`src/rtl/mlr_pkg.sv`:
```
// shared constants and types for the midpoint line rasterizer
package mlr_pkg;

    // default coordinate width
    localparam int COORD_BITS_DEF = 12;

    // command codes
    typedef logic t_cmd;
    localparam t_cmd CMD_START = 1'b0;
    localparam t_cmd CMD_STEP  = 1'b1;

    // line classes
    typedef logic [1:0] t_octant;
    localparam t_octant OCT_SHALLOW_RISE = 2'd0;
    localparam t_octant OCT_SHALLOW_FALL = 2'd1;
    localparam t_octant OCT_STEEP_RISE   = 2'd2;
    localparam t_octant OCT_STEEP_FALL   = 2'd3;

endpackage

```
`src/rtl/midpoint_line_rasterizer_unit.sv`:
```
// Midpoint line rasterizer, all octants. A start item loads two endpoints and
// returns the first pixel; each step item returns the next pixel, flagging
// the far endpoint with last_pixel, or an invalid all-zero pixel when no
// line is running. One item is taken per clock cycle, sustained, while the
// output is not stalled. Each item is captured in the input register, then
// passes the add/compare of the line core, which updates the line state on
// the same edge that loads the output register. The rate is set by the line
// core's state update, computed combinationally and registered per item, which
// lets each step follow the previous one directly.
module midpoint_line_rasterizer_unit #(
    parameter int COORD_BITS = mlr_pkg::COORD_BITS_DEF
) (
    input  logic                  i_clk,
    input  logic                  i_rst_n,
    input  logic                  i_in_valid,
    output logic                  o_in_ready,
    input  mlr_pkg::t_cmd         i_command,
    input  logic [COORD_BITS-1:0] i_start_x,
    input  logic [COORD_BITS-1:0] i_start_y,
    input  logic [COORD_BITS-1:0] i_end_x,
    input  logic [COORD_BITS-1:0] i_end_y,
    output logic                  o_out_valid,
    input  logic                  i_out_ready,
    output logic [COORD_BITS-1:0] o_pixel_x,
    output logic [COORD_BITS-1:0] o_pixel_y,
    output logic                  o_pixel_valid,
    output logic                  o_last_pixel
);
    import mlr_pkg::*;

    // input register
    logic                  r_in_valid;
    t_cmd                  r_cmd;
    logic [COORD_BITS-1:0] r_sx, r_sy, r_ex, r_ey;

    // output register
    logic                  r_out_valid;
    logic [COORD_BITS-1:0] r_px, r_py;
    logic                  r_pv, r_last;

    // core result
    logic [COORD_BITS-1:0] c_px, c_py;
    logic                  c_pv, c_last;

    logic fire;

    // an item moves through the core when the output slot frees up
    assign fire       = r_in_valid && (!r_out_valid || i_out_ready);
    assign o_in_ready = !r_in_valid || fire;

    // input capture
    always_ff @(posedge i_clk) begin
        if (!i_rst_n) begin
            r_in_valid <= 1'b0;
        end else if (o_in_ready) begin
            r_in_valid <= i_in_valid;
        end
    end

    always_ff @(posedge i_clk) begin
        if (i_in_valid && o_in_ready) begin
            r_cmd <= i_command;
            r_sx  <= i_start_x;
            r_sy  <= i_start_y;
            r_ex  <= i_end_x;
            r_ey  <= i_end_y;
        end
    end

    // line state and step logic
    mlr_core #(
        .COORD_BITS(COORD_BITS)
    ) u_core (
        .i_clk        (i_clk),
        .i_rst_n      (i_rst_n),
        .i_en         (fire),
        .i_command    (r_cmd),
        .i_start_x    (r_sx),
        .i_start_y    (r_sy),
        .i_end_x      (r_ex),
        .i_end_y      (r_ey),
        .o_pixel_x    (c_px),
        .o_pixel_y    (c_py),
        .o_pixel_valid(c_pv),
        .o_last_pixel (c_last)
    );

    // result register
    always_ff @(posedge i_clk) begin
        if (!i_rst_n) begin
            r_out_valid <= 1'b0;
        end else if (fire) begin
            r_out_valid <= 1'b1;
        end else if (i_out_ready) begin
            r_out_valid <= 1'b0;
        end
    end

    always_ff @(posedge i_clk) begin
        if (fire) begin
            r_px   <= c_px;
            r_py   <= c_py;
            r_pv   <= c_pv;
            r_last <= c_last;
        end
    end

    assign o_out_valid   = r_out_valid;
    assign o_pixel_x     = r_px;
    assign o_pixel_y     = r_py;
    assign o_pixel_valid = r_pv;
    assign o_last_pixel  = r_last;

endmodule

```
`src/rtl/mlr_core.sv`:
```
// line state registers and combinational start/step datapath
module mlr_core #(
    parameter int COORD_BITS = mlr_pkg::COORD_BITS_DEF
) (
    input  logic                  i_clk,
    input  logic                  i_rst_n,
    input  logic                  i_en,
    input  mlr_pkg::t_cmd         i_command,
    input  logic [COORD_BITS-1:0] i_start_x,
    input  logic [COORD_BITS-1:0] i_start_y,
    input  logic [COORD_BITS-1:0] i_end_x,
    input  logic [COORD_BITS-1:0] i_end_y,
    output logic [COORD_BITS-1:0] o_pixel_x,
    output logic [COORD_BITS-1:0] o_pixel_y,
    output logic                  o_pixel_valid,
    output logic                  o_last_pixel
);
    import mlr_pkg::*;

    localparam int CB = COORD_BITS;
    localparam int DB = COORD_BITS + 3;

    // line state
    logic [CB-1:0]        r_cx, r_cy, r_tx, r_ty;
    logic [CB-1:0]        n_cx, n_cy, n_tx, n_ty;
    logic signed [DB-1:0] r_dec, n_dec;
    logic signed [CB:0]   r_dy, n_dy, r_ndx, n_ndx;
    t_octant              r_oct, n_oct;
    logic                 r_busy, n_busy;

    // start arithmetic
    logic                 swap;
    logic [CB-1:0]        x0, y0, x1, y1;
    logic signed [CB:0]   sa, sb, mag_a, mag_b;
    logic signed [DB-1:0] sae, sbe;
    logic                 steep;

    // step arithmetic
    logic signed [DB-1:0] ae, be, sum_ab, dif_ab, sum2, dif2, a2, b2;
    logic                 le0;
    logic                 at_end;
    logic [CB-1:0]        one;

    assign one = {{(CB-1){1'b0}}, 1'b1};

    // endpoint ordering and classification
    assign swap  = i_start_x > i_end_x;
    assign x0    = swap ? i_end_x   : i_start_x;
    assign y0    = swap ? i_end_y   : i_start_y;
    assign x1    = swap ? i_start_x : i_end_x;
    assign y1    = swap ? i_start_y : i_end_y;
    assign sa    = $signed({1'b0, y1}) - $signed({1'b0, y0});
    assign sb    = $signed({1'b0, x0}) - $signed({1'b0, x1});
    assign mag_a = sa[CB] ? -sa : sa;
    assign mag_b = -sb;
    assign steep = mag_a > mag_b;
    assign sae   = {{2{sa[CB]}}, sa};
    assign sbe   = {{2{sb[CB]}}, sb};

    // step increments from the stored deltas
    assign ae     = {{2{r_dy[CB]}}, r_dy};
    assign be     = {{2{r_ndx[CB]}}, r_ndx};
    assign sum_ab = ae + be;
    assign dif_ab = ae - be;
    assign sum2   = {sum_ab[DB-2:0], 1'b0};
    assign dif2   = {dif_ab[DB-2:0], 1'b0};
    assign a2     = {ae[DB-2:0], 1'b0};
    assign b2     = {be[DB-2:0], 1'b0};
    assign le0    = r_dec[DB-1] || (r_dec == '0);

    // end test on the next position
    assign at_end = (n_oct == OCT_SHALLOW_RISE || n_oct == OCT_SHALLOW_FALL)
                    ? (n_cx == n_tx) : (n_cy == n_ty);

    // next state and emitted pixel
    always_comb begin
        n_cx  = r_cx;
        n_cy  = r_cy;
        n_tx  = r_tx;
        n_ty  = r_ty;
        n_dec = r_dec;
        n_dy  = r_dy;
        n_ndx = r_ndx;
        n_oct = r_oct;
        n_busy = r_busy;
        o_pixel_x = '0;
        o_pixel_y = '0;
        o_pixel_valid = 1'b0;
        o_last_pixel = 1'b0;
        if (i_command == CMD_START) begin
            n_cx  = x0;
            n_cy  = y0;
            n_tx  = x1;
            n_ty  = y1;
            n_dy  = sa;
            n_ndx = sb;
            if (!steep && !sa[CB]) begin
                n_oct = OCT_SHALLOW_RISE;
                n_dec = {sae[DB-2:0], 1'b0} + sbe;
            end else if (!steep) begin
                n_oct = OCT_SHALLOW_FALL;
                n_dec = {sae[DB-2:0], 1'b0} - sbe;
            end else if (!sa[CB]) begin
                n_oct = OCT_STEEP_RISE;
                n_dec = {sbe[DB-2:0], 1'b0} + sae;
            end else begin
                n_oct = OCT_STEEP_FALL;
                n_dec = sae - {sbe[DB-2:0], 1'b0};
            end
        end else if (r_busy) begin
            unique case (r_oct)
                OCT_SHALLOW_RISE: begin
                    n_cx = r_cx + one;
                    if (le0) begin
                        n_dec = r_dec + a2;
                    end else begin
                        n_cy  = r_cy + one;
                        n_dec = r_dec + sum2;
                    end
                end
                OCT_SHALLOW_FALL: begin
                    n_cx = r_cx + one;
                    if (le0) begin
                        n_cy  = r_cy - one;
                        n_dec = r_dec + dif2;
                    end else begin
                        n_dec = r_dec + a2;
                    end
                end
                OCT_STEEP_RISE: begin
                    n_cy = r_cy + one;
                    if (le0) begin
                        n_cx  = r_cx + one;
                        n_dec = r_dec + sum2;
                    end else begin
                        n_dec = r_dec + b2;
                    end
                end
                default: begin
                    n_cy = r_cy - one;
                    if (le0) begin
                        n_dec = r_dec - b2;
                    end else begin
                        n_cx  = r_cx + one;
                        n_dec = r_dec + dif2;
                    end
                end
            endcase
        end
        // a pixel goes out on a start or a busy step
        if (i_command == CMD_START || r_busy) begin
            n_busy        = !at_end;
            o_pixel_x     = n_cx;
            o_pixel_y     = n_cy;
            o_pixel_valid = 1'b1;
            o_last_pixel  = at_end;
        end
    end

    // state update on each item
    always_ff @(posedge i_clk) begin
        if (!i_rst_n) begin
            r_cx   <= '0;
            r_cy   <= '0;
            r_tx   <= '0;
            r_ty   <= '0;
            r_dec  <= '0;
            r_dy   <= '0;
            r_ndx  <= '0;
            r_oct  <= OCT_SHALLOW_RISE;
            r_busy <= 1'b0;
        end else if (i_en) begin
            r_cx   <= n_cx;
            r_cy   <= n_cy;
            r_tx   <= n_tx;
            r_ty   <= n_ty;
            r_dec  <= n_dec;
            r_dy   <= n_dy;
            r_ndx  <= n_ndx;
            r_oct  <= n_oct;
            r_busy <= n_busy;
        end
    end

endmodule

```
`config.mk`:
```
export PLATFORM = sky130hd
export DESIGN_NAME = midpoint_line_rasterizer_unit
export DESIGN_NICKNAME = d
export VERILOG_FILES = /design/src/rtl/mlr_pkg.sv /design/src/rtl/midpoint_line_rasterizer_unit.sv /design/src/rtl/mlr_core.sv
export SDC_FILE = /design/constraint.sdc
export NUM_CORES = 1
export LEC_CHECK = 0
export BUFFER_PORTS_ARGS = -buffer_cell sky130_fd_sc_hd__buf_2
export CAP_MARGIN = 20
export CORE_MARGIN = 1.5
export CORE_UTILIZATION = 55
export CTS_CLUSTER_DIAMETER = 60
export DETAILED_ROUTE_END_ITERATION = 16
export PLACE_DENSITY = 0.79
export SLEW_MARGIN = 5
export SYNTH_ARGS = -nofsm -noshare
export SYNTH_HDL_FRONTEND = slang
export SYNTH_SLANG_ARGS = --single-unit
```
`constraint.sdc`:
```
create_clock -name i_clk -period 25.7 [get_ports i_clk]
set_clock_uncertainty 0.05 [all_clocks]
set_input_delay 1.285 -clock i_clk [delete_from_list [all_inputs] [get_ports i_clk]]
set_output_delay 1.285 -clock i_clk [all_outputs]
set_load 0.005 [all_outputs]
```
==> Yosys cells after proc, flatten, opt, wreduce, memory -nomap -nowiden <==
Cells that the tools add are included.
Widths: inputs -> output; s select.
{ "classes": {"reduce_logical": 21, "bitwise": 1, "magnitude_cmp": 2, "n_addsub": 18, "eq_ne": 6, "mux": 35} }
{ "ops": {"columns": ["cell", "n"], "rows": [
  ["$mux 12", 14],
  ["$mux 15", 9],
  ["$pmux 15 s3", 1],
  ["$pmux 12 s3", 1],
  ["$add 14x13->15", 2],
  ["$add 15x14->15", 2],
  ["$add 15x15->15", 2],
  ["$neg 13->13", 2],
  ["$sub 12x12->13", 2],
  ["$add 12x1->12 const B", 2],
  ["$eq 12x12->1", 2],
  ["$pmux 12 s2", 1],
  ["$logic_not 15->1", 1],
  ["$sub 13x14->15", 1],
  ["$sub 14x13->15", 1],
  ["$sub 15x14->15", 1],
  ["$add 13x13->14", 1],
  ["$sub 13x13->14", 1],
  ["$gt 13x13->1", 1],
  ["$mux 13", 1],
  ["$gt 12x12->1", 1],
  ["$sub 12x1->12 const B", 1],
  ["$mux 2", 3],
  ["$reduce_and 2->1", 3],
  ["other kinds (11)", 27]
]} }
{ "totals": {"inputBits": 53, "ff_bits": 169, "output_inout_bits": 28, "elab_cells": 103} }

==> Depth between registers and ports, before layout <==
{ "depth": {"depth_word": 14, "depth_mapped": 45, "mapped_depth_nobuf": 34} }

==> Hierarchy <==
From an unflattened synthesis, not the netlist that was laid out.
{ "hier_totals": {"cells_unflattened": 2150, "hier_area_um2": 17005.1} }
{ "by_module_without_submodules": {"columns": ["module", "n_inst", "cells_per_inst", "seq_area_each_um2", "area_each_um2"], "rows": [
  ["mlr_core", 1, 2066, 1841.8, 14649.0],
  ["midpoint_line_rasterizer_unit", 1, 84, 2292.2, 2356.0]
]} }

==> Least setup slack after synthesis <==
OpenSTA, ideal clock, no wires.
{ "synth_timing": {"kind": "register -> register", "startpoint": "reg r_sx[8]", "endpoint": "reg u_core.r_busy", "t_arrival_ns": 8.144, "required_time_ns": 25.531, "n_path_buf": 11, "path_slack_ns": 17.387, "period_less_slack_ns": 8.313, "stages_incl_launch_ff": 43, "setup_time_ns": 0.119, "cell_sequence": "edfxtp_1 ha_1 buf_2 nand4_2 or4_1 buf_2 nand2_2 clkbuf_1 clkbuf_1 clkbuf_1 clkbuf_1 nand2_1 nor2_1 a21oi_1 ha_1 nand2_1 o221ai_1 o31ai_1 (+7 left out) o21ai_0 ha_1 nor2b_1 o21a_1 o21a_1 o21a_1 o21a_1 o21a_1 o21a_1 o21a_1 o21a_1 o21ai_0 a21oi_1 clkbuf_1 o32ai_1 nand4_1 o31a_1 o221a_2"} }
{ "synth_via": {"elab_chain_cells": 14, "word_cells_on_any_way": 29, "cone_classes": "add/sub (4); order compare (2); eq/ne (3); mux (14); reduce/logical (6)"} }
{ "synth_lines": {"columns": ["element", "line", "text"], "rows": [
  ["start: declaration", "midpoint_line_rasterizer_unit.sv:34", "logic [COORD_BITS-1:0] r_sx, r_sy, r_ex, r_ey;"],
  ["start signal: assignment", "midpoint_line_rasterizer_unit.sv:63", "r_sx <= i_start_x;"],
  ["$gt 12x12->1 *", "mlr_core.sv:47", "assign swap = i_start_x > i_end_x;"],
  ["$mux 12 (on tied branches)", "mlr_core.sv:51, mlr_core.sv:49", null],
  ["$sub 12x12->13 *", "mlr_core.sv:52", "assign sa = $signed({1'b0, y1}) - $signed({1'b0, y0});"],
  ["named net u_core.sa[12]", "mlr_core.sv:34", "logic signed [CB:0] sa, sb, mag_a, mag_b;"],
  ["$neg 13->13", "mlr_core.sv:54", "assign mag_a = sa[CB] ? -sa : sa;"],
  ["$mux 13", "mlr_core.sv:54", null],
  ["$gt 13x13->1", "mlr_core.sv:56", "assign steep = mag_a > mag_b;"],
  ["$logic_not 1->1", "mlr_core.sv:97", "if (!steep && !sa[CB]) begin"],
  ["$logic_and 1x1->1", "mlr_core.sv:97", null],
  ["$mux 2 *", "mlr_core.sv:97", null],
  ["$mux 2 *", "mlr_core.sv:90", "if (i_command == CMD_START) begin"],
  ["$eq 2x1->1 or $logic_not 2->1 (tied branches)", "mlr_core.sv:72", "assign at_end = (n_oct == OCT_SHALLOW_RISE || n_oct == OCT_SHALLOW_FALL)"],
  ["$logic_or 1x1->1 *", "mlr_core.sv:72", null],
  ["$mux 1 *", "mlr_core.sv:73", "? (n_cx == n_tx) : (n_cy == n_ty);"],
  ["$logic_not 1->1 *", "mlr_core.sv:152", "n_busy = !at_end;"],
  ["end signal: assignment", "mlr_core.sv:181", "r_busy <= n_busy;"],
  ["end: declaration", "mlr_core.sv:29", "logic r_busy, n_busy;"]
]} }
The timed path passes the listed nets; every way through them passes the cells marked *.
A chain may end at the register's enable or synchronous reset.

==> Worst setup path in the final report <==
{ "layout_timing": {"startpoint": "reg r_sx[0]", "endpoint": "reg u_core.r_dec[14]"} }
{ "layout_via": {"elab_chain_cells": 10, "word_cells_on_any_way": 22, "cone_classes": "add/sub (8); order compare (2); mux (9); reduce/logical (3)"} }
{ "layout_lines": {"columns": ["element", "line", "text"], "rows": [
  ["$gt 12x12->1", "mlr_core.sv:47", null],
  ["$mux 12 (on tied branches)", "mlr_core.sv:51, mlr_core.sv:49", null],
  ["$sub 12x12->13", "mlr_core.sv:52", null],
  ["$neg 13->13", "mlr_core.sv:54", null],
  ["$mux 13", "mlr_core.sv:54", null],
  ["$gt 13x13->1", "mlr_core.sv:56", null],
  ["$logic_not 1->1", "mlr_core.sv:97", null],
  ["$logic_and 1x1->1", "mlr_core.sv:97", null],
  ["$mux 15 *", "mlr_core.sv:97", null],
  ["$mux 15 *", "mlr_core.sv:90", null],
  ["end signal: assignment", "mlr_core.sv:177", "r_dec <= n_dec;"],
  ["end: declaration", "mlr_core.sv:26", "logic signed [DB-1:0] r_dec, n_dec;"]
]} }
Mark *: on every way between the ends. The rest lies on a longest branch, timed or not.

==> out/qor.txt <==
Synth Register Bits - 169
Num ports - 81
Ys flop type - dfxtp_1
Vias - 16028
Clk slew on worst S/H paths - 0.08 ns
Regs by FF count - u_core.r_dec x15, u_core.r_dy x13, u_core.r_ndx x13
Vias per cell - 6.22
Largest net degree at the start of global routing - 59
First-pass GRT wire length - 79.3 mm
Setup TNS - 0 ns
Bufs on Longest Clock Path - 2
Worst Max-Slew Pin Slew - 1.03 ns
Grt met2 use - 52.6%
Number of cells produced by synthesis - 2148
EDFF count, synth - 75
Detailed placer's ending HPWL - 38.8 mm
Cts bufs inserted - 17
Width of the die - 179 um
Power, Total - 1.32 mW
Tot GR Track Use - 31.8%
Syn Nets - 2370
RSZ-0062 raised after global routing - false
CTS Sinks - 169
HP Start - u_core.r_cx[8]$_SDFFE_PN0P_
Register Area - 4130 um2
Headroom to the max-slew limit - 30.9%
Area of the multi-input gates - 12000 um2
Met3 Usage GRT - 3.64%
CP max stage cell - or4_1
Hold_ws - 0.443 ns
Final count of pins violating max slew - 0
Finished Cell Area - 18300 um2
Crit path time final - 7.85 ns
Clock Latency Late Sink - 0.45 ns
Die area - 31900 um2
Fmax - 127 MHz
Dpl ws - 17.87 ns
Synth Area per Inst - 7.89 um2
Gpl congestion - 0.955
DR iter-0 viols - 1461
Hold WC Path Type - register to register
Detailed-route wire length - 50.5 mm
Placed Instance Area - 17700 um2
Placed insts - 2544
CP required - 26.00 ns
Post-layout net count - 2390
Busiest grt layer - met2
Reg2Reg Depth - 34
Final WS setup - 17.85 ns
First-pass iteration count of the detailed router - 6
Most common cell after layout, fill and taps aside - nand2_1
Layout cells sized above 1 - 8.16%
Max Cap Viol - 0
Largest reg by FF count - u_core.r_dec
CTS-repair resized insts - 0
Startpoint Class - register
CTS tree - done
Arr. time, crit path - 8.14 ns
Drt drc - 0
Status - complete, no violations
Core Footprint - 30400 um2
Worst Path Class, Setup - register to register
Initial antenna violation count - 0
Total grt overflow - 0
Die H - 179 um
Leakage - 7.76 nW
# setup viols final - 0
GRT met1 Usage - 41.1%
R2R Setup Slk - 17.85 ns
Synthesis-to-layout area growth - 7.83%
Start point of the critical path - r_sx[0]$_DFFE_PP_
Vias in the first global route - 15106
Final Core Density - 60.1%
Post-synthesis sequential area ratio - 24.4%
Htree depth - 4
CTS root buffer - clkbuf_16
Fin crit share - 30.5%
Mapped Area - 17000 um2
Largest delay share family, worst path - compound AO/OA/AOI/OAI gates
Post-CTS Hold Fix Bufs - 0
Max reg flops - 15
Reg2reg start - r_sx[0]$_DFFE_PP_
Worst Hold End - u_core.r_cx[8]$_SDFFE_PN0P_
Asr flop ratio synth - 0%
Number of antenna diodes - 0
Crit Path Max Fanout - 54
Drt wl/cell - 19.6 um
Number of hold violations in the final report - 0
Setup bufs post-CTS - 0
Most frequent cells in the layout - 265 x nand2_1, 175 x nor2_1, 159 x ha_1, 153 x a21oi_1, 136 x xnor2_1
Layout fillers - 2709
# port buffers - 80
Number of synthesis warnings - 0
Yosys cell types - 92
Bufs and invs on worst path - 6
Worst vdd ir - 0.0000534 V
Finished Layout Cells - 2577
# rows - 64
Hold Path Stages - 2
R2R Path End - u_core.r_dec[14]$_SDFFE_PN0P_
Setup crit end kind - register
DRT antenna net count - 0
Power per cell area - 72.2 nW/um2
Critical path's most frequent cell - a21o_1
CP peak stage delay - 0.89 ns
Initial Util - 55.7%
-- cells in the mapped netlist, types with 11 or more instances --
cell	count	area share (%)
o21a_1	17	0.75
mux2i_1	34	2.0
nor4_1	14	0.52
and2_1	25	0.92
inv_1	129	2.9
a21oi_1	154	4.5
clkbuf_1	85	1.9
o211a_1	15	0.89
o21bai_1	25	1.1
maj3_1	19	1.1
or3_1	23	0.85
nand3_1	37	1.1
o31ai_1	16	0.71
nand2_1	265	5.9
nand4_1	19	0.70
nand2b_1	35	1.3
ha_1	159	12
a211oi_1	11	0.49
xnor2_1	136	7.0
nor3_1	30	0.89
a21o_1	35	1.5
o211ai_1	40	1.8
and3_1	18	0.66
xor2_1	54	2.8
a21boi_0	39	1.7
o21ai_0	127	3.7
edfxtp_1	75	13
nor2_1	177	3.9
a31oi_1	22	0.81
nor2b_1	37	1.4
dfxtp_1	94	11
-- final cells by class --
cell class | count | share of cell area, %
clock buffer | 17 | 2.33
timing repair buffer | 104 | 3.18
multi-input combinational | 1740 | 65.4
tap | 396 | 2.71
inverter | 136 | 2.81
sequential | 169 | 22.6
clock inverter | 15 | 1.02
-- where the power goes --
| group | leakage [nW] | switching (mW) | internal (mW) | total [mW] |
|---|---|---|---|---|
| clock | 0.294 | 0.130 | 0.140 | 0.269 |
| combinational | 5.97 | 0.432 | 0.296 | 0.728 |
| sequential | 1.49 | 0.0236 | 0.298 | 0.322 |
| total | 7.76 | 0.585 | 0.734 | 1.32 |
-- per-layer routing --
metal  up-vias  wire [um]  share of wire, %
li1       7692          -                 -
met1      7569      21400                42
met2       641      23500                47
met3       126       3360               6.6
met4         0       2190               4.3
met5         -          0                 0
-- worst register-to-register path: cells and delay by family (launching register included) --
kind | cells | cell delay [ns]
AOI/OAI and AO/OA | 15 | 2.49
adders and majority gates | 4 | 1.27
buffers and inverters | 6 | 1.48
DFF | 1 | 0.46
and+or+nand+nor | 9 | 2.01
-- logic make-up (layout without fill, tap and decap cells) --
family          after synthesis  in the layout  share of synthesized area, %
simple gates                709            709                          19.5
compound gates              609            609                          23.9
buf+inv                     239            272                          5.38
xor+xnor                    193            193                          10.1
fa+ha+maj                   189            189                          14.1
flops                       169            169                          24.4
mux                          40             40                          2.60
-- worst max-delay path by stage --
stage	endpoint	slack [ns]	cells after the start
CTS	u_core.r_dec[14]$_SDFFE_PN0P_	17.85	34
floorplan	u_core.r_busy$_SDFFE_PN0P_	17.39	42
finish	u_core.r_dec[14]$_SDFFE_PN0P_	17.85	34
global route	u_core.r_dec[13]$_SDFFE_PN0P_	17.24	35
global placement	u_core.r_dec[12]$_SDFFE_PN0P_	18.12	34
detailed placement	u_core.r_dec[14]$_SDFFE_PN0P_	17.87	34
No activity file was read; power rests on OpenSTA's default activity.
